--- config.mk ---
export PLATFORM = sky130hd
export DESIGN_NAME = dfrd_back
export DESIGN_NICKNAME = d
export VERILOG_FILES = /design/src/dfrd_pkg.sv /design/src/dfrd_back.sv
export SDC_FILE = /design/constraint.sdc
export NUM_CORES = 1
export LEC_CHECK = 0
export BUFFER_PORTS_ARGS = -buffer_cell sky130_fd_sc_hd__clkbuf_2
export CAP_MARGIN = 20
export CORE_UTILIZATION = 64
export DETAILED_ROUTE_END_ITERATION = 12
export PLACE_DENSITY = 0.83
export SYNTH_ARGS = -nofsm -noshare
export SYNTH_HDL_FRONTEND = slang
export SYNTH_SLANG_ARGS = --single-unit
--- constraint.sdc ---
create_clock -name clk -period 22.6 [get_ports clk]
set_clock_uncertainty 0.1 [all_clocks]
set_input_delay 1.13 -clock clk [delete_from_list [all_inputs] [get_ports clk]]
set_output_delay 1.13 -clock clk [all_outputs]
set_load 0.01 [all_outputs]
--- src/dfrd_pkg.sv ---
package dfrd_pkg;

  // Frame store geometry
  localparam int MAX_FRAME_BYTES = 65536;
  localparam int ADDR_W = (MAX_FRAME_BYTES > 1) ? $clog2(MAX_FRAME_BYTES) : 1;

  // Field widths
  localparam int PIXEL_W = 8;
  localparam int LEN_W   = 17;
  localparam int FRAME_W = 24;
  localparam int CFG_W   = 24;
  localparam int CFG_IDX_W = 1;
  localparam int OUT_W   = 3 * FRAME_W;

  localparam logic [FRAME_W-1:0] FRAME_MAX = '1;

  // Register indexes
  localparam logic [CFG_IDX_W-1:0] REG_DUP_MIN_LENGTH = 1'b0;
  localparam logic [CFG_IDX_W-1:0] REG_FRAME_BYTES    = 1'b1;

  // Register reset values
  localparam logic [FRAME_W-1:0] DUP_MIN_LENGTH_RST = FRAME_W'(2);
  localparam logic [LEN_W-1:0]   FRAME_BYTES_RST    = LEN_W'(65536);

  // Frame event queue
  localparam int QUEUE_DEPTH = 4;
  localparam int QUEUE_PTR_W = 2;
  localparam int QUEUE_CNT_W = 3;

  // One finished frame as seen by the run tracker
  typedef struct packed {
    logic differs;
    logic last;
  } frame_event_t;

  // Index of the last byte of a frame for a given length register
  function automatic logic [ADDR_W-1:0] last_byte_pos(input logic [LEN_W-1:0] fb);
    logic [LEN_W-1:0] fb_m1;
    fb_m1 = fb - LEN_W'(1);
    if (fb == '0) begin
      last_byte_pos = '0;
    end else if (32'(fb) > 32'(MAX_FRAME_BYTES)) begin
      last_byte_pos = ADDR_W'(MAX_FRAME_BYTES - 1);
    end else begin
      last_byte_pos = ADDR_W'(fb_m1);
    end
  endfunction

endpackage

--- src/dfrd_back.sv ---
module dfrd_back (
  input  logic                               clk,
  input  logic                               rst,
  input  logic [dfrd_pkg::FRAME_W-1:0]       dup_min_length,
  input  logic                               evt_valid,
  output logic                               evt_ready,
  input  dfrd_pkg::frame_event_t             evt_data,
  output logic                               m_tvalid,
  input  logic                               m_tready,
  output logic [dfrd_pkg::OUT_W-1:0]         m_tdata
);

  logic [dfrd_pkg::FRAME_W-1:0] frame_index;
  logic                         run_active;
  logic [dfrd_pkg::FRAME_W-1:0] run_start;
  logic [dfrd_pkg::FRAME_W-1:0] reported_count;

  logic                         pop;
  logic                         has_prev;
  logic                         open_now;
  logic                         close_diff;
  logic                         close_last;
  logic [dfrd_pkg::FRAME_W-1:0] prev_index;
  logic [dfrd_pkg::FRAME_W-1:0] start_eff;
  logic [dfrd_pkg::FRAME_W-1:0] end_sel;
  logic [dfrd_pkg::FRAME_W-1:0] run_len;
  logic                         report;
  logic [dfrd_pkg::FRAME_W-1:0] count_next;

  // Take an event whenever the result register is free or draining
  assign evt_ready = !m_tvalid || m_tready;
  assign pop       = evt_valid && evt_ready;

  // Classify the finished frame against the open run
  assign has_prev   = frame_index != '0;
  assign prev_index = frame_index - dfrd_pkg::FRAME_W'(1);
  assign open_now   = has_prev && !evt_data.differs && !run_active;
  assign close_diff = has_prev && evt_data.differs && run_active;
  assign close_last = evt_data.last && (run_active || open_now) && !close_diff;
  assign start_eff  = open_now ? prev_index : run_start;
  assign end_sel    = close_diff ? prev_index : frame_index;
  assign run_len    = end_sel - start_eff;
  assign report     = (close_diff || close_last) && (run_len >= dup_min_length);
  assign count_next = (reported_count == dfrd_pkg::FRAME_MAX) ? reported_count
                    : reported_count + dfrd_pkg::FRAME_W'(1);

  // Update run state
  always_ff @(posedge clk) begin
    if (rst) begin
      frame_index    <= '0;
      run_active     <= 1'b0;
      run_start      <= '0;
      reported_count <= '0;
    end else if (pop) begin
      if (report) begin
        reported_count <= count_next;
      end
      if (evt_data.last) begin
        frame_index <= '0;
        run_active  <= 1'b0;
        run_start   <= '0;
      end else begin
        if (frame_index != dfrd_pkg::FRAME_MAX) begin
          frame_index <= frame_index + dfrd_pkg::FRAME_W'(1);
        end
        run_active <= open_now || (run_active && !close_diff);
        run_start  <= start_eff;
      end
    end
  end

  // Hold the result until the sink takes it
  always_ff @(posedge clk) begin
    if (rst) begin
      m_tvalid <= 1'b0;
    end else if (evt_ready) begin
      m_tvalid <= pop && report;
    end
    if (pop && report) begin
      m_tdata <= {count_next, end_sel, start_eff};
    end
  end

  a_start_before_end: assert property (@(posedge clk) disable iff (rst)
    m_tvalid |-> (m_tdata[dfrd_pkg::FRAME_W-1:0]
                  <= m_tdata[2*dfrd_pkg::FRAME_W-1:dfrd_pkg::FRAME_W]))
    else $error("reported run starts after it ends");

  a_count_nonzero: assert property (@(posedge clk) disable iff (rst)
    m_tvalid |-> (m_tdata[dfrd_pkg::OUT_W-1:2*dfrd_pkg::FRAME_W] != '0))
    else $error("reported interval count is zero");

  a_count_steps: assert property (@(posedge clk) disable iff (rst)
    (pop && report) |=> (reported_count != '0))
    else $error("interval count did not advance on report");

endmodule

## Word-level counts from Yosys, hierarchy flattened

Index checks and enable logic that the tools add are counted.

| word-level totals | value |
|---|---|
| output and inout port bits | 74 |
| logic and storage cells | 42 |
| input port bits | 30 |
| register bits | 146 |

| cells by class | value |
|---|---|
| muxes and demuxes | 7 |
| reductions and logical operators | 22 |
| equal/unequal tests | 2 |
| $lt $le $gt $ge | 1 |
| add/sub/neg operators | 4 |

Operators with widths:

| operator | count |
|---|---|
| $mux 24 | 6 |
| $add 24x1->24 const B | 2 |
| $eq 24x24->1 const B | 1 |
| $ge 24x24->1 | 1 |
| $ne 24x24->1 const B | 1 |
| $reduce_bool 24->1 | 1 |
| $sub 24x1->24 const B | 1 |
| $sub 24x24->24 | 1 |
| $logic_and 1x1->1 | 10 |
| $logic_not 1->1 | 4 |
| $logic_or 1x1->1 | 4 |
| $reduce_and 2->1 | 2 |
| $reduce_bool 2->1 | 1 |
| $mux 1 | 1 |

## Depth between registers and ports, before layout

| logic depth | value |
|---|---|
| depth after elaboration | 9 |
| depth in mapped cells | 39 |
| gate-level depth less buffers | 33 |

## Worst setup path before layout

No wires, ideal clock.

| path | value |
|---|---|
| path kind | reg-to-reg |
| from | reg frame_index[1] (netlist bit) |
| to | reg reported_count[19] (netlist bit) |
| setup time | 0.121 ns |
| period minus slack after synthesis | 8.938 ns |
| path buffers | 5 |
| data arrival time | 8.717 ns |
| path slack | 13.662 ns |
| stages on the path, launching flop included | 37 |
| required time | 22.379 ns |
| path through | dfxtp_1 buf_2 inv_1 ha_1 nor3b_2 and3_1 clkbuf_1 nand2_1 clkbuf_1 nand2_1 clkbuf_1 clkbuf_1 nand2_1 o21ai_0 ha_1 a31oi_1 o31ai_1 a211oi_1 or3_1 o2111a_1 a211oi_1 o21ai_1 a41oi_2 nor2_1 a311o_1 ha_1 a21o_1 a21o_1 a21oi_1 nand2_1 nor3_1 o21a_1 nor2_1 nand2_1 clkinv_1 nand3_1 mux2_2 |

| on the way | value |
|---|---|
| elaborated cells on any way between the ends | 17 |
| those cells by class | add/sub (2); order compare (1); mux (2); reduce/logical (12) |

RTL lines:

| what | line | text |
|---|---|---|
| start, declared | dfrd_back.sv:13 | `logic [dfrd_pkg::FRAME_W-1:0] frame_index;` |
| start signal, assigned | dfrd_back.sv:64 | `frame_index <= frame_index + dfrd_pkg::FRAME_W'(1);` |
| $reduce_bool 24->1 | dfrd_back.sv:35 | `assign has_prev = frame_index != '0;` |
| $logic_and 1x1->1 (2 in series) | dfrd_back.sv:37 | `assign open_now = has_prev && !evt_data.differs && !run_active;` |
| $mux 24 | dfrd_back.sv:40 | `assign start_eff = open_now ? prev_index : run_start;` |
| net start_eff (one bit) | dfrd_back.sv:24 | `logic [dfrd_pkg::FRAME_W-1:0] start_eff;` |
| $sub 24x24->24 | dfrd_back.sv:42 | `assign run_len = end_sel - start_eff;` |
| $ge 24x24->1 | dfrd_back.sv:43 | `assign report = (close_diff \|\| close_last) && (run_len >= dup_min_length);` |
| $logic_and 1x1->1 | dfrd_back.sv:43 |  |
| $reduce_and 2->1 (no source line) | n/a |  |
| end signal, assigned | dfrd_back.sv:56 | `reported_count <= count_next;` |
| end, declared | dfrd_back.sv:16 | `logic [dfrd_pkg::FRAME_W-1:0] reported_count;` |

The timed path passes the listed nets, and every way through them passes these cells.
A chain may end at the register's enable or synchronous reset.

## Worst setup path in the final report

| path | value |
|---|---|
| from | reg frame_index[1] (netlist bit) |
| to | reg m_tdata[12] (netlist bit) (enable) |

| on the way | value |
|---|---|
| elaborated cells on any way between the ends | 17 |
| those cells by class | add/sub (2); order compare (1); mux (2); reduce/logical (12) |

RTL lines:

| what | line | text |
|---|---|---|
| branches (longest 3 deep; another with $sub 24x1->24) | n/a |  |
| $mux 24 (*) | dfrd_back.sv:40 |  |
| net start_eff (one bit) | dfrd_back.sv:24 |  |
| $sub 24x24->24 (*) | dfrd_back.sv:42 |  |
| $ge 24x24->1 (*) | dfrd_back.sv:43 |  |
| $logic_and 1x1->1 (*) | dfrd_back.sv:43 |  |
| $logic_and 1x1->1 (*) | dfrd_back.sv:79 | `if (pop && report) begin` |
| end signal, assigned | dfrd_back.sv:80 | `m_tdata <= {count_next, end_sel, start_eff};` |
| end, declared | dfrd_back.sv:10 | `output logic [dfrd_pkg::OUT_W-1:0] m_tdata` |

Mark *: on every way through the listed nets, which the timed path passes.

==> run metrics <==
initial drt markers=767; Tot GR Track Use=31.0%; Peak VDD IR=0.0567 mV; via count=~7,800; Clock Path Buffers=2; antenna violations before repair=0; combinational family with the most area after synthesis=simple AND/OR/NAND/NOR gates; die span in x=121 µm; vias per inst=6.05; global-route wire length before repair=35.5 mm; nets=1,171; Total Wirelength=22.2 mm; max cap viols=0; Pint=488 µW; Slew @ Worst Pin=1.05 ns; diode count=0; RSZ-0062 raised after global routing=false; Starting Density=65.8%; commonest non-fill, non-tap cells in the layout=clkbuf_2 (103), nor2_1 (100), nand2_1 (86); Post-Synth Adder-Cell Area=6.41%; Synth warnings=0; Syn Std Cell Area=9130 µm²; async set-reset flop share out of synthesis=0%; vias in the first global route=7,209; CP Max Fanout=42; Worst-path clk slew=0.06 ns; cts bufs inserted=17; Setup violations, final=0; layout cells sized above 1=15.3%; Area Overhead vs Synth=12.1%; Yosys cell types=73; Final period util=37.6%; std cell rows=43; IO Pins=104; Main synth FF type=dfxtp_1; Core Box Area=13,900 µm²; Reg power frac=41.7%; outcome=finished, final reports clean; largest net degree at the start of global routing=65; Tmin final=8.50 ns; switch share=27.9%; commonest non-fill, non-tap cell in the layout=clkbuf_2; Root Buffer=clkbuf_16; DP Wirelength=15.8 mm; Seq/Total Area, Yosys=39.9%; CP peak stage delay=0.65 ns; final hold vios=0; Avg Inst Size Synth=between 8 and 9 µm²; Worst Hold Class=reg2reg; Port Buffers=103; upper clock frequency limit=118 MHz; setup_tns=0 ns; pre-CTS setup slack=14.27 ns; Req. time, crit path=between 20 and 25 ns; post-synthesis xor/xnor area fraction=10.6%; clock sinks=146; Clock Latency Late Sink=0.42 ns; share of power burned in the clock network=about 40%; PnR worst setup slack=14.10 ns; CP endpoint kind=flop; crit-path most repeated cell=nand2_1; synthesized netlist net count=1,107; arrival time worst endpoint=8.45 ns; global route overflow=0; post-cts hold buffer count=0; #FFs+latches synth=approximately 150; kind of critical path=reg2reg; Comb pwr share=19.1%; # resized after CTS=0; Slew HR=about 29%; H-Tree Depth=4; Lkg Pwr=0.00435 µW; CP max-delay cell=a211oi_1; Final ANT Viol Nets=0; Compound-Gate Fraction of Synth Area=15.4%; CTS tree=done; pwr dens=66.1 nW/µm²; die height=~120 µm; Max Transition Viols Final=0; # DRC=0; crit start category=flop; router iterations before antenna repair=6; multiplexer share of the synthesized area=1.80%; Post-Synth Simple-Gate Area=between 20 and 25%; Synth Instances=1,031; Die Area=14,700 µm²; Post-synth EDFFs=between 70 and 80; Switch Pwr=189 µW; GP Congestion=about 1; WL/cell=~17 µm; postcts setup bufs=0
path summary, 6_finish.rpt:
check,startpoint,slack (ns),cells past startpoint,to
worst max-delay path,frame_index[1]$_SDFFE_PP0P_,14.10,30,m_tdata[12]$_DFFE_PP_
worst min-delay path,run_start[14]$_SDFFE_PP0P_,0.42,2,run_start[14]$_SDFFE_PP0P_
worst max register to register,frame_index[1]$_SDFFE_PP0P_,14.10,30,m_tdata[12]$_DFFE_PP_
worst min register to register,run_start[14]$_SDFFE_PP0P_,0.42,2,run_start[14]$_SDFFE_PP0P_
stage by stage:
stage          power, µW  instance area, µm²  utilization [%]  std cells  hold slack [ns]
2_1_floorplan        383                9130                -       1031            0.378
3_3_place_gp         411                9680             69.7       1256            0.390
3_5_place_dp         414                9680             69.7       1256            0.402
4_1_cts              677               10200             73.7       1288            0.417
5_1_grt              703               10200             73.7       1288            0.437
6_report             676               10200             73.7       1288            0.417
power groups by stage:
| stage | Combinational (µW) | Clock (µW) | Sequential [µW] |
|---|---|---|---|
| 3_5_place_dp | 127 | 0 | 288 |
| 6_report | 129 | 265 | 282 |
| 3_3_place_gp | 123 | 0 | 288 |
| 5_1_grt | 143 | 278 | 283 |
| 2_1_floorplan | 93.9 | 0 | 289 |
| 4_1_cts | 128 | 267 | 282 |
metal layers:
layer  wire length [µm]  vias up  track usage [%]
met5                  0        -                0
met4                528        0             12.6
met3               1510       42             4.56
met2              10400      339             50.3
met1               9790     3633             41.3
li1                   -     3782                -
sequential cells by signal, summed over array words and instances, names as in the netlist:
signal          flops
m_tdata            72
frame_index        24
reported_count     24
run_start          24
m_tvalid            1
run_active          1
synthesized netlist by cell type, drive strengths merged, types with 3 or more instances:
cell,n,area (µm²)
a211oi,8,60.1
a21boi,4,30.0
a21o,29,218
a21oi,47,243
a22oi,24,180
a311o,3,30.0
a311oi,3,26.3
a31oi,6,37.5
a41oi,3,33.8
and2,11,68.8
and3,21,131
and4,3,26.3
buf,7,38.8
clkbuf,60,226
dfxtp,74,1480
edfxtp,72,2160
ha,46,576
inv,55,206
mux2,11,124
mux2i,4,40.0
nand2,86,323
nand2b,8,50.1
nand3,43,215
nand4,19,119
nor2,100,375
nor2b,17,106
nor3,21,110
nor4,12,81.3
o21a,5,37.5
o21ai,52,272
o22ai,3,18.8
o31ai,4,30.0
or2,6,37.5
or3,16,105
or4,7,56.3
xnor2,66,578
xor2,45,394
worst max-delay path: cells and delay by family, from the launching register on:
family | cells | cell delay [ns]
compound gates | 10 | 2.41
fa+ha+maj | 3 | 0.93
buf+inv | 6 | 1.93
flops | 1 | 0.41
simple gates | 11 | 2.34
cell type report:
cell class	count	area, µm²
Sequential cell	146	3640
Timing Repair Buffer	112	583
Clock buffer	25	508
Fill cell	1048	3650
Multi-Input combinational cell	762	5010
Clock inverter	7	48.8
Inverter	56	210
Tap cell	180	225
cells by family (layout without fill, tap and decap cells):
logic type,after synthesis,count (layout)
mux,15,15
fa+ha+maj,47,47
simple gates,377,377
xor+xnor,111,111
buf+inv,123,200
compound gates,212,212
flops,146,146
Power figures use the tool's default switching activity.
