[src/dfrd_pkg.sv]
package dfrd_pkg;

  // Frame store geometry
  localparam int MAX_FRAME_BYTES = 65536;
  localparam int ADDR_W = (MAX_FRAME_BYTES > 1) ? $clog2(MAX_FRAME_BYTES) : 1;

  // Field widths
  localparam int PIXEL_W = 8;
  localparam int LEN_W   = 17;
  localparam int FRAME_W = 24;
  localparam int CFG_W   = 24;
  localparam int CFG_IDX_W = 1;
  localparam int OUT_W   = 3 * FRAME_W;

  localparam logic [FRAME_W-1:0] FRAME_MAX = '1;

  // Register indexes
  localparam logic [CFG_IDX_W-1:0] REG_DUP_MIN_LENGTH = 1'b0;
  localparam logic [CFG_IDX_W-1:0] REG_FRAME_BYTES    = 1'b1;

  // Register reset values
  localparam logic [FRAME_W-1:0] DUP_MIN_LENGTH_RST = FRAME_W'(2);
  localparam logic [LEN_W-1:0]   FRAME_BYTES_RST    = LEN_W'(65536);

  // Frame event queue
  localparam int QUEUE_DEPTH = 4;
  localparam int QUEUE_PTR_W = 2;
  localparam int QUEUE_CNT_W = 3;

  // One finished frame as seen by the run tracker
  typedef struct packed {
    logic differs;
    logic last;
  } frame_event_t;

  // Index of the last byte of a frame for a given length register
  function automatic logic [ADDR_W-1:0] last_byte_pos(input logic [LEN_W-1:0] fb);
    logic [LEN_W-1:0] fb_m1;
    fb_m1 = fb - LEN_W'(1);
    if (fb == '0) begin
      last_byte_pos = '0;
    end else if (32'(fb) > 32'(MAX_FRAME_BYTES)) begin
      last_byte_pos = ADDR_W'(MAX_FRAME_BYTES - 1);
    end else begin
      last_byte_pos = ADDR_W'(fb_m1);
    end
  endfunction

endpackage

[src/dfrd_fifo.sv]
module dfrd_fifo (
  input  logic                             clk,
  input  logic                             rst,
  input  logic                             push,
  input  dfrd_pkg::frame_event_t           push_data,
  output logic                             pop_valid,
  input  logic                             pop_ready,
  output dfrd_pkg::frame_event_t           pop_data,
  output logic [dfrd_pkg::QUEUE_CNT_W-1:0] level
);

  dfrd_pkg::frame_event_t             entries [dfrd_pkg::QUEUE_DEPTH];
  logic [dfrd_pkg::QUEUE_PTR_W-1:0]   wr_ptr;
  logic [dfrd_pkg::QUEUE_PTR_W-1:0]   rd_ptr;
  logic [dfrd_pkg::QUEUE_CNT_W-1:0]   count;
  logic                               pop;

  assign pop_valid = count != '0;
  assign pop       = pop_valid && pop_ready;
  assign pop_data  = entries[rd_ptr];
  assign level     = count;

  // Store entries
  always_ff @(posedge clk) begin
    if (push) begin
      entries[wr_ptr] <= push_data;
    end
  end

  // Advance pointers and count
  always_ff @(posedge clk) begin
    if (rst) begin
      wr_ptr <= '0;
      rd_ptr <= '0;
      count  <= '0;
    end else begin
      if (push) begin
        wr_ptr <= wr_ptr + dfrd_pkg::QUEUE_PTR_W'(1);
      end
      if (pop) begin
        rd_ptr <= rd_ptr + dfrd_pkg::QUEUE_PTR_W'(1);
      end
      count <= count + dfrd_pkg::QUEUE_CNT_W'(push) - dfrd_pkg::QUEUE_CNT_W'(pop);
    end
  end

  a_no_overflow: assert property (@(posedge clk) disable iff (rst)
    push |-> (count < dfrd_pkg::QUEUE_CNT_W'(dfrd_pkg::QUEUE_DEPTH)) || pop)
    else $error("frame event queue overflow");

  a_count_range: assert property (@(posedge clk) disable iff (rst)
    count <= dfrd_pkg::QUEUE_CNT_W'(dfrd_pkg::QUEUE_DEPTH))
    else $error("frame event queue count out of range");

endmodule

[config.mk]
export PLATFORM = sky130hd
export DESIGN_NAME = dfrd_fifo
export DESIGN_NICKNAME = d
export VERILOG_FILES = /design/src/dfrd_pkg.sv /design/src/dfrd_fifo.sv
export SDC_FILE = /design/constraint.sdc
export NUM_CORES = 1
export LEC_CHECK = 0
export BUFFER_PORTS_ARGS = -buffer_cell sky130_fd_sc_hd__clkbuf_2
export CORE_MARGIN = 2
export CORE_UTILIZATION = 51
export DETAILED_ROUTE_END_ITERATION = 16
export HOLD_SLACK_MARGIN = 0.06
export PLACE_DENSITY_LB_ADDON = 0.3
export SLEW_MARGIN = 10
export SYNTH_ARGS = -nofsm -noshare
export SYNTH_HDL_FRONTEND = slang
export SYNTH_SLANG_ARGS = --single-unit
[constraint.sdc]
create_clock -name clk -period 5.95 [get_ports clk]
set_clock_uncertainty 0.2 [all_clocks]
set_input_delay 0.2975 -clock clk [delete_from_list [all_inputs] [get_ports clk]]
set_output_delay 0.2975 -clock clk [all_outputs]
set_load 0.01 [all_outputs]
# Yosys cells after proc, flatten, opt, wreduce, memory -nomap -nowiden
# Memories as Yosys holds them, arrays and structs flattened. A register that Yosys moved wholly into a read port is not among the register bits.
# Cells that the tools add are included.
[totals] register_bits=7 ramBits=8 input_bits=6 out_inout_bits=6 word_cells=14 mem_count=1
[classes] n_addsub=4 muxes=4 n_reduce_logical=2
[memory_table] name="entries" depth=4 word_bits=2 read_ports=1 rd_clocked_by_memory_dff=1 wr=1 line="dfrd_fifo.sv:12" text="dfrd_pkg::frame_event_t entries [dfrd_pkg::QUEUE_DEPTH];"
[ops] op="adder 2 x 1 -> 2 bit (second input constant)" count=2
[ops] op="two-way mux 2 bit" count=2
[ops] op="adder 3 x 1 -> 3 bit" count=1
[ops] op="nonzero test 3 bit" count=1
[ops] op="subtractor 3 x 1 -> 3 bit" count=1
[ops] op="two-way mux 1 bit" count=2
[ops] op="logical AND 1 bit" count=1

# Depth between registers and ports, before layout
# Gate-level depths: netlist of the first run.
[logic_depth] word_depth=4 mapped_depth=7 depth_no_buf=7

# Worst setup path before layout of the first run
# Ideal clock, no wire load.
[synth_timing] path_kind="register to register" from="register count (netlist bit level[1])" to="register count (netlist bit level[2])" setup_ns=0.126 arrival_ns=1.754 required_ns=5.624 slack_ns=3.870 path_stages_with_launch=8 path_buffers=0 period_less_slack_ns=2.080 cell_sequence="dfxtp_1 -> o31a_1 -> ha_1 -> inv_1 -> ha_1 -> fa_1 -> xor3_1 -> nor2_1"
[synth_via] elab_chain_cells=3 elab_cells_between_ends=4 cone_classes="add/sub (2); reduce/logical (2)"
[synth_rtl] item="start: declaration" line="dfrd_fifo.sv:15" text="logic [dfrd_pkg::QUEUE_CNT_W-1:0] count;"
[synth_rtl] item="start signal: assignment" line="dfrd_fifo.sv:43" text="count <= count + dfrd_pkg::QUEUE_CNT_W'(push) - dfrd_pkg::QUEUE_CNT_W'(pop);"
[synth_rtl] item="nonzero test 3 bit" line="dfrd_fifo.sv:18" text="assign pop_valid = count != '0;"
[synth_rtl] item="logical AND 1 bit" line="dfrd_fifo.sv:19" text="assign pop = pop_valid && pop_ready;"
[synth_rtl] item="net pop" line="dfrd_fifo.sv:16" text="logic pop;"
[synth_rtl] item="subtractor 3 x 1 -> 3 bit" line="dfrd_fifo.sv:43"
# The timed path passes the listed nets, and every way through them passes these cells.
# A chain may end at the register's enable or synchronous reset.

# Final worst setup path of the first run
# Same ends and word-level chain as after synthesis.

==> metrics.txt, run 1 <==
Boundary Pins 12; initial antenna violation count 0; vias in the first global route 394; Synth area leader edfxtp_1; H-tree levels 1; Placement Setup Slack 3.82 ns; Vias 415; RSZ-0062 raised after global routing false; DRT Pass-1 Iters 2; final hold violations 0; final net count 85; register area share after synthesis 0.556; core box area 1350 sq um; cts repair resizes 0; final setup fails 0; Crit path largest cell delay 0.37 ns; Area Overhead vs Synth 15.6%; count of state elements after synthesis 17; # hold bufs at CTS 2; Clk pwr share 0.185; mapped cell area 756 sq um; Starting Density 0.560; CTS root buf clkbuf_4; Worst Hold Class in2reg; NetSw 0.0989 mW; PnR worst setup slack 3.81 ns; post-CTS setup buffers 0; Slew Limit Headroom 0.728; # Max-Cap Violations 0; PortBufs 11; final setup TNS 0 ns; clk buf depth 2; Synth async-reset ratio 0; Via density 4.83; critical path class reg2reg; GR Overflow Total 0; endpoint class of the critical path register; CP cell instances o31a_1 > ha_1 > inv_1 > ha_1 > fa_1 > xor3_1 > nor2_1; final WL 1010 um; Max VDD drop 213 uV; Logic pwr share 0.329; post-synth top area share 0.318; Antenna Nets Post-Route 0; Setup crit start kind register; largest net degree at the start of global routing 11; cell count after synthesis 55; clk sink count 17; Lkg Pwr 0.377 nW; average size of a mapped cell 13.7 sq um; Buf+Inv Stages, Crit Path 1; fin. max-slew vios 0; Die W 42.5 um; Switching Fraction 0.302; chip height 42.5 um; Critical Path RT 5.94 ns; Remaining DRCs 0; first-pass GRT wire length 1660 um; post-layout min period 2.14 ns; top area cells in the synthesized netlist edfxtp_1 (32%), dfxtp_1 (24%), ha_1 (9.9%); clk_lat worst skew 0.29 ns; Max Freq 0.468 GHz; DRT iter0 DRCs 1; die area 1810 sq um; most common cell in the netlist dfxtp_1; PD cells 375 nW/um^2; HPWL Detailed 808 um; share of cells above drive strength 1 0.254; slowest CP cell fa_1; CTS tree done; routed length per instance 11.8 um; Placer Congestion 0.732; Worst EP arrival 2.12 ns; gr usage total 0.133; outcome completed; family with the most delay on the worst path adder cells; clock transition at the registers of the reported paths 0.09 ns; syn nets 68; Tcrit/Tclk final 0.359; Max FO, Critical Path 6; std cell rows 13; Synth top cells by count dfxtp_1 (9), edfxtp_1 (8), ha_1 (6), inv_1 (6), nor2_1 (5); Int Pwr 0.229 mW; total CTS buffers 3; synth warn 0; Main synth FF type dfxtp_1; Synth cell types 18; EDFF count, synth 8; antenna cell count 0; crit-path most repeated cell ha_1; sequential share of power 0.486; Worst Tran Pin Value 0.403 ns
[layer usage]
metal  track usage  vias to the layer above  part of all wire
li1              -                      218                 -
met1         0.142                      190              0.46
met2         0.203                        7              0.50
met3        0.0776                        0             0.044
met4        0.0750                        0                 0
met5             0                        -                 0
[final timing paths]
path                  start        end  slack (ns)  depth (start not counted)
setup reg to reg   level[1]   level[2]        3.81                          7
hold / removal          rst   level[2]        0.11                          2
hold reg to reg   wr_ptr[1]  wr_ptr[1]        0.36                          2
setup / recovery   level[1]   level[2]        3.81                          7
[worst reg2reg max path: stages, from the launching register on]
cell     delay (ns)
dfxtp_1        0.36
o31a_1         0.36
ha_1           0.29
inv_1          0.04
ha_1           0.18
fa_1           0.37
xor3_1         0.19
nor2_1         0.04
[cell type report]
| cell class | count | area [sq um] |
|---|---|---|
| clock inverter | 1 | 5.00 |
| tap | 15 | 18.8 |
| fill | 116 | 477 |
| inverter | 6 | 22.5 |
| timing repair buffer | 13 | 75.1 |
| clock buffer | 3 | 22.5 |
| sequential | 17 | 420 |
| multi-input combinational | 31 | 309 |
[metrics by stage]
step | instance area (sq um) | power (mW) | hold WS (ns) | util | cells
3_3_place_gp | 826 | 0.266 | 0.319 | 0.612 | 80
2_1_floorplan | 756 | 0.237 | 0.196 | - | 55
4_1_cts | 873 | 0.333 | 0.0920 | 0.647 | 86
3_5_place_dp | 826 | 0.270 | 0.332 | 0.612 | 80
5_1_grt | 873 | 0.355 | 0.0977 | 0.647 | 86
6_report | 873 | 0.328 | 0.108 | 0.647 | 86
[cell usage in the layout (no fill, tap or decap), types with 2 or more instances in the layout]
| cell | synthesis | routed |
|---|---|---|
| clkbuf_2 | 0 | 11 |
| dfxtp_1 | 9 | 9 |
| edfxtp_1 | 8 | 8 |
| inv_1 | 6 | 6 |
| ha_1 | 6 | 6 |
| nor2_1 | 5 | 5 |
| and2_1 | 4 | 4 |
| nor2b_1 | 4 | 4 |
| clkbuf_4 | 0 | 3 |
| mux4_2 | 2 | 2 |
| mux2_1 | 2 | 2 |
| dlygate4sd3_1 | 0 | 2 |
[power groups by stage]
stage	sequential (mW)	combinational [mW]	clock, mW
6_report	0.159	0.108	0.0606
5_1_grt	0.162	0.124	0.0685
4_1_cts	0.160	0.109	0.0637
3_5_place_dp	0.162	0.107	0
3_3_place_gp	0.162	0.104	0
2_1_floorplan	0.162	0.0749	0
[kinds of logic after synthesis]
kind of cell               after synthesis  share of synthesized area
AOI/OAI and AO/OA                        2                     0.0232
DFF                                     17                      0.556
muxes                                    6                      0.118
and+or+nand+nor                         14                     0.0993
adders and majority gates                7                      0.126
xor gates and xnor gates                 2                     0.0430
buffers and inverters                    7                     0.0348
No activity file was read; power rests on OpenSTA's default activity.
==> run 2: changes to the inputs <==
--- a/config.mk
+++ b/config.mk
@@ -7,7 +7,7 @@
 export LEC_CHECK = 0
 export BUFFER_PORTS_ARGS = -buffer_cell sky130_fd_sc_hd__clkbuf_2
 export CORE_MARGIN = 2
-export CORE_UTILIZATION = 51
+export CORE_UTILIZATION = 47
 export DETAILED_ROUTE_END_ITERATION = 16
 export HOLD_SLACK_MARGIN = 0.06
 export PLACE_DENSITY_LB_ADDON = 0.3
==> constraint.sdc (replaced) <==
create_clock -name clk -period 1.7 [get_ports clk]
set_clock_uncertainty 0.2 [all_clocks]
set_input_delay 0.085 -clock clk [delete_from_list [all_inputs] [get_ports clk]]
set_output_delay 0.085 -clock clk [all_outputs]
set_load 0.01 [all_outputs]
==> metrics.txt, run 2 (synthesis results as in run 1) <==
outcome complete, but fails checks; failing checks negative setup slack; GR Overflow Total 0 (unchanged); core box area 1510 sq um (+12%); area of the multi-input gates 314 sq um (+1.6%); die area 1940 sq um (+7.7%); initial antenna violation count 0 (unchanged); Non-Filler Instances 94 (+9.3%); fin. max-slew vios 0 (unchanged); post-layout min period 1.98 ns (-0.153 ns); Boundary Pins 12 (unchanged); Worst Hold Class in2reg; share of cells above drive strength 1 0.333 (+0.0798); uppermost layer routed met4; Max Freq 0.504 GHz (+7.7%); routed length per instance 11.0 um (-7.0%); Setup crit start kind register; endpoint class of the critical path register; # Max-Cap Violations 0 (unchanged); final WL 1030 um (+1.7%); Starting Density 0.502 (-0.0581); gr usage total 0.136 (+0.00266); Final Util 0.627 (-0.0198); final hold violations 0 (unchanged); critical path class reg2reg; final setup fails 2 (+2); Area Overhead vs Synth 25.0%; CTS tree done; WL met1 480 um (+3.2%); Antenna Nets Post-Route 0 (unchanged); Max VDD drop 717 uV (+240%); clock transition at the registers of the reported paths 0.10 ns (about the same); Lkg Pwr 0.408 nW (+8.4%); PD cells 1280 nW/um^2 (+240%); DRT iter0 DRCs 1 (unchanged); Via density 4.72 (-2.1%); Remaining DRCs 0 (unchanged); largest net degree at the start of global routing 11 (unchanged); met2 wire len 500 um (-0.60%); Placer Congestion 0.776 (+6.0%); Placement Setup Slack -0.305 ns (-4.13 ns); most frequent cells in the layout clkbuf_2 (11), edfxtp_1 (8), dfxtp_1 (7); RSZ-0062 raised after global routing true; clk sink count 17 (unchanged); Vias 444 (+7.0%); Die W 44.1 um (+3.8%); CTS root buf clkbuf_4; design area 945 sq um (+8.2%); Slew Limit Headroom 0.730 (+0.00176); commonest non-fill, non-tap cell in the layout clkbuf_2; Tcrit/Tclk final 1.17 (+0.808); Post-Place Cells 85 (+6.3%); Max FO, Critical Path 2 (-4); final net count 92 (+8.2%); Worst Tran Pin Value 0.400 ns (-0.00261 ns); clk buf depth 2 (unchanged); PortBufs 11 (unchanged); total CTS buffers 3 (unchanged); H-tree levels 1 (unchanged); std cell rows 14 (+1); WHS 0.105 ns (-0.00252 ns); chip height 44.1 um (+3.8%); Worst EP arrival 2.01 ns (-0.11 ns); placed instance area 866 sq um (+4.8%); vias in the first global route 436 (+11%); DRT Pass-1 Iters 2 (unchanged); FF/Latch Area 425 sq um (+1.2%); clk_lat worst skew 0.28 ns (about the same); FILL cells 117 (+0.86%); HPWL Detailed 821 um (+1.6%); Critical Path RT 1.72 ns (-4.22 ns); met3 WL post-DR 31 um (-31%); first-pass GRT wire length 1840 um (+11%); PnR worst setup slack -0.285 ns (-4.10 ns); post-CTS setup buffers 0 (unchanged); antenna cell count 0 (unchanged)
-- run 2: cell types whose count changed in the layout (fill, tap and decap cells not counted), sizes merged --
cell,before,now
buf,0,4
dlygate4sd3,2,5
-- run 2: cell type report --
cell class              instances  area share
clock buffers                   3      0.0238
clock inverters                 1     0.00530
inverters                       6      0.0238
multi-input cells              31       0.332
flip-flops and latches         17       0.450
well taps                      16      0.0212
repair buffers                 20       0.143
-- run 2: report_power, final --
group          internal [mW]  switching, mW
clock                 0.0871          0.118
sequential             0.503         0.0405
combinational          0.268          0.191
total                  0.858          0.349
-- run 2: final timing paths --
check	startpoint	to	slack [ns]	cells past startpoint
setup / recovery	level[1]	level[1]	-0.28	6
hold / removal	pop_ready	rd_ptr[0]	0.11	4
setup reg to reg	level[1]	level[1]	-0.28	6
hold reg to reg	wr_ptr[1]	wr_ptr[1]	0.36	2
-- run 2: per-stage QoR --
step / TNS, ns / power (mW)
6_report: -0.567 / 1.21
4_1_cts: -0.628 / 1.22
3_3_place_gp: -0.517 / 0.991
5_1_grt: -0.702 / 1.30
3_5_place_dp: -0.591 / 1.01
2_1_floorplan: -0.620 / 0.841
-- run 2: worst max-delay path, cell delays in order, from the launching register on --
cell and delay [ns]:
dfxtp_2 0.34, o31a_1 0.31, ha_1 0.27, inv_1 0.04, ha_2 0.16, fa_2 0.51
nor2b_1 0.11
-- run 2: repair_timing --
action | CTS | global route
hold endpoints to repair | 15 | 0
hold buffers | 5 | 0
pin swaps | 0 | 1
endpoints found under the setup margin | 2 | 3
resized for setup | 0 | 1
-- run 2: layer usage --
layer  vias to the layer above  GRT usage
met2                         5      0.215
li1                        232          -
met5                         -          0
met3                         2     0.0245
met4                         0     0.0909
met1                       205      0.169
==> run 3: changes to the inputs <==
--- a/config.mk
+++ b/config.mk
@@ -6,7 +6,6 @@
 export NUM_CORES = 1
 export LEC_CHECK = 0
 export BUFFER_PORTS_ARGS = -buffer_cell sky130_fd_sc_hd__clkbuf_2
-export CORE_MARGIN = 2
 export CORE_UTILIZATION = 47
 export DETAILED_ROUTE_END_ITERATION = 16
 export HOLD_SLACK_MARGIN = 0.06
==> metrics.txt, run 3 (synthesis results as in run 1) <==
Via density 4.67 (-1.2%); end of the critical path level[1]; vias in the first global route 473 (+8.5%); Slew Limit Headroom 0.721 (-0.00841); final WL 1070 um (+4.2%); Vias 448 (+0.90%); clk sink count 17 (unchanged); CTS tree done; die area 1770 sq um (-8.9%); routed length per instance 11.2 um (+2.0%); clk buf depth 2 (unchanged); Critical Path RT 1.71 ns (about the same); NetSw 0.349 mW (about the same); final net count 94 (+2.2%); core box area 1510 sq um (unchanged); final hold violations 0 (unchanged); initial antenna violation count 0 (unchanged); final setup TNS -0.607 ns (-0.0403 ns); Area Overhead vs Synth 27.3%; worst reg2reg endpoint level[1]; total CTS buffers 3 (unchanged); Die W 42.1 um (-4.5%); largest net degree at the start of global routing 11 (unchanged); Boundary Pins 12 (unchanged); endpoint class of the critical path register; FF/Latch Area 425 sq um (unchanged); Post-Place Cells 85 (unchanged); design area 962 sq um (+1.9%); Max VDD drop 931 uV (+30%); Max Freq 0.495 GHz (-1.8%); HPWL Detailed 814 um (-0.84%); RSZ-0062 raised after global routing true; critical path class reg2reg; share of cells above drive strength 1 0.338 (+0.00417); Placer Congestion 0.787 (+1.4%); Setup crit start kind register; GR Overflow Total 0 (unchanged); Non-Filler Instances 96 (+2.1%); PnR worst setup slack -0.320 ns (-0.0354 ns); sequential share of power 0.445 (-0.005); Placement Setup Slack -0.327 ns (-0.0215 ns); Worst Tran Pin Value 0.413 ns (+0.0125 ns); placed instance area 866 sq um (unchanged); # Max-Cap Violations 0 (unchanged); area of the multi-input gates 314 sq um (unchanged); Antenna Nets Post-Route 0 (unchanged); Clk pwr share 0.164 (-0.006); Int Pwr 0.871 mW (+1.5%); Reg2Reg Setup Slack -0.32 ns (-0.04 ns); PD cells 1270 nW/um^2 (-0.78%); chip height 42.1 um (-4.5%); DRT iter0 DRCs 1 (unchanged); Setup crit start level[1]; commonest non-fill, non-tap cell in the layout clkbuf_2; Max FO, Critical Path 2 (unchanged); Worst Hold Class in2reg; Hold Startpoint pop_ready; outcome complete, but fails checks; Switching Fraction 0.286 (-0.00300); failing checks negative setup slack; std cell rows 14 (unchanged); H-tree levels 1 (unchanged); total power draw 1.22 mW (+1.1%); post-layout min period 2.02 ns (+0.0354 ns); Crit Reg-Reg Startpoint level[1]; WHS 0.195 ns (+0.0894 ns); first-pass GRT wire length 1930 um (+4.5%); gr usage total 0.146 (+0.0104); clk_lat worst skew 0.27 ns (about the same); Worst EP arrival 2.03 ns (+0.02 ns); Logic pwr share 0.392 (+0.012); worst reg2reg path depth 6 (unchanged); CTS root buf clkbuf_4; antenna cell count 0 (unchanged); Remaining DRCs 0 (unchanged); Lkg Pwr 0.417 nW (+2.3%); Tcrit/Tclk final 1.19 (+0.0208); final setup fails 2 (unchanged); most frequent cells in the layout clkbuf_2 (11), edfxtp_1 (8), dfxtp_1 (7); clock transition at the registers of the reported paths 0.09 ns (about the same); Starting Density 0.502 (unchanged); Final Util 0.639 (+0.0116); DRT Pass-1 Iters 4 (+2); FILL cells 119 (+1.7%); PortBufs 11 (unchanged); fin. max-slew vios 0 (unchanged)
-- run 3: changes by cell type in the layout (fill, tap and decap cells not counted) --
cell,delta
buf_4,+1
dlygate4sd3_1,+1
-- run 3: final cells by class --
cell class | instances | share of cell area
Inverter | 6 | 0.0234
Clock buffer | 3 | 0.0234
Clock inverter | 1 | 0.00520
Multi-Input combinational cell | 31 | 0.326
Timing Repair Buffer | 22 | 0.159
Sequential cell | 17 | 0.442
Tap cell | 16 | 0.0208
-- run 3: worst max-delay path, cell delays in order (launching register included) --
cell and delay [ns]:
dfxtp_2 0.34, o31a_1 0.30, ha_1 0.28, inv_1 0.04, ha_2 0.16, fa_2 0.50, nor2b_1 0.13
-- run 3: worst min path at each step --
stage	depth (start not counted)	end	slack (ns)
after floorplan	0	entries[0][0]	-0.02
after global placement	1	entries[3][0]	0.11
after detailed placement	1	entries[3][0]	0.11
after CTS	5	rd_ptr[0]	0.18
after global routing	5	rd_ptr[0]	0.20
final	5	register	0.19
-- run 3: per-layer routing --
layer / up-vias / wire length [um] / GRT usage
li1: 244 / - / -
met1: 198 / 466 / 0.176
met2: 6 / 581 / 0.259
met3: 0 / 27 / 0.0517
met4: 0 / 0 / 0.0188
met5: - / 0 / 0
-- run 3: what timing repair did --
item                       4_1_cts  5_1_grt
pin swaps                        1        0
setup buffers                    1        0
resized for setup                1        0
setup endpoints to repair        2        2
hold endpoints to repair        15        0
hold buffers                     6        0
-- run 3: power by group through the flow --
stage                     registers (mW)  logic (mW)  clock network [mW]
final                              0.542       0.478               0.200
after global routing               0.554       0.531               0.228
after CTS                          0.543       0.485               0.213
after detailed placement           0.551       0.460                   0
after global placement             0.550       0.442                   0
after floorplan                    0.573       0.268                   0
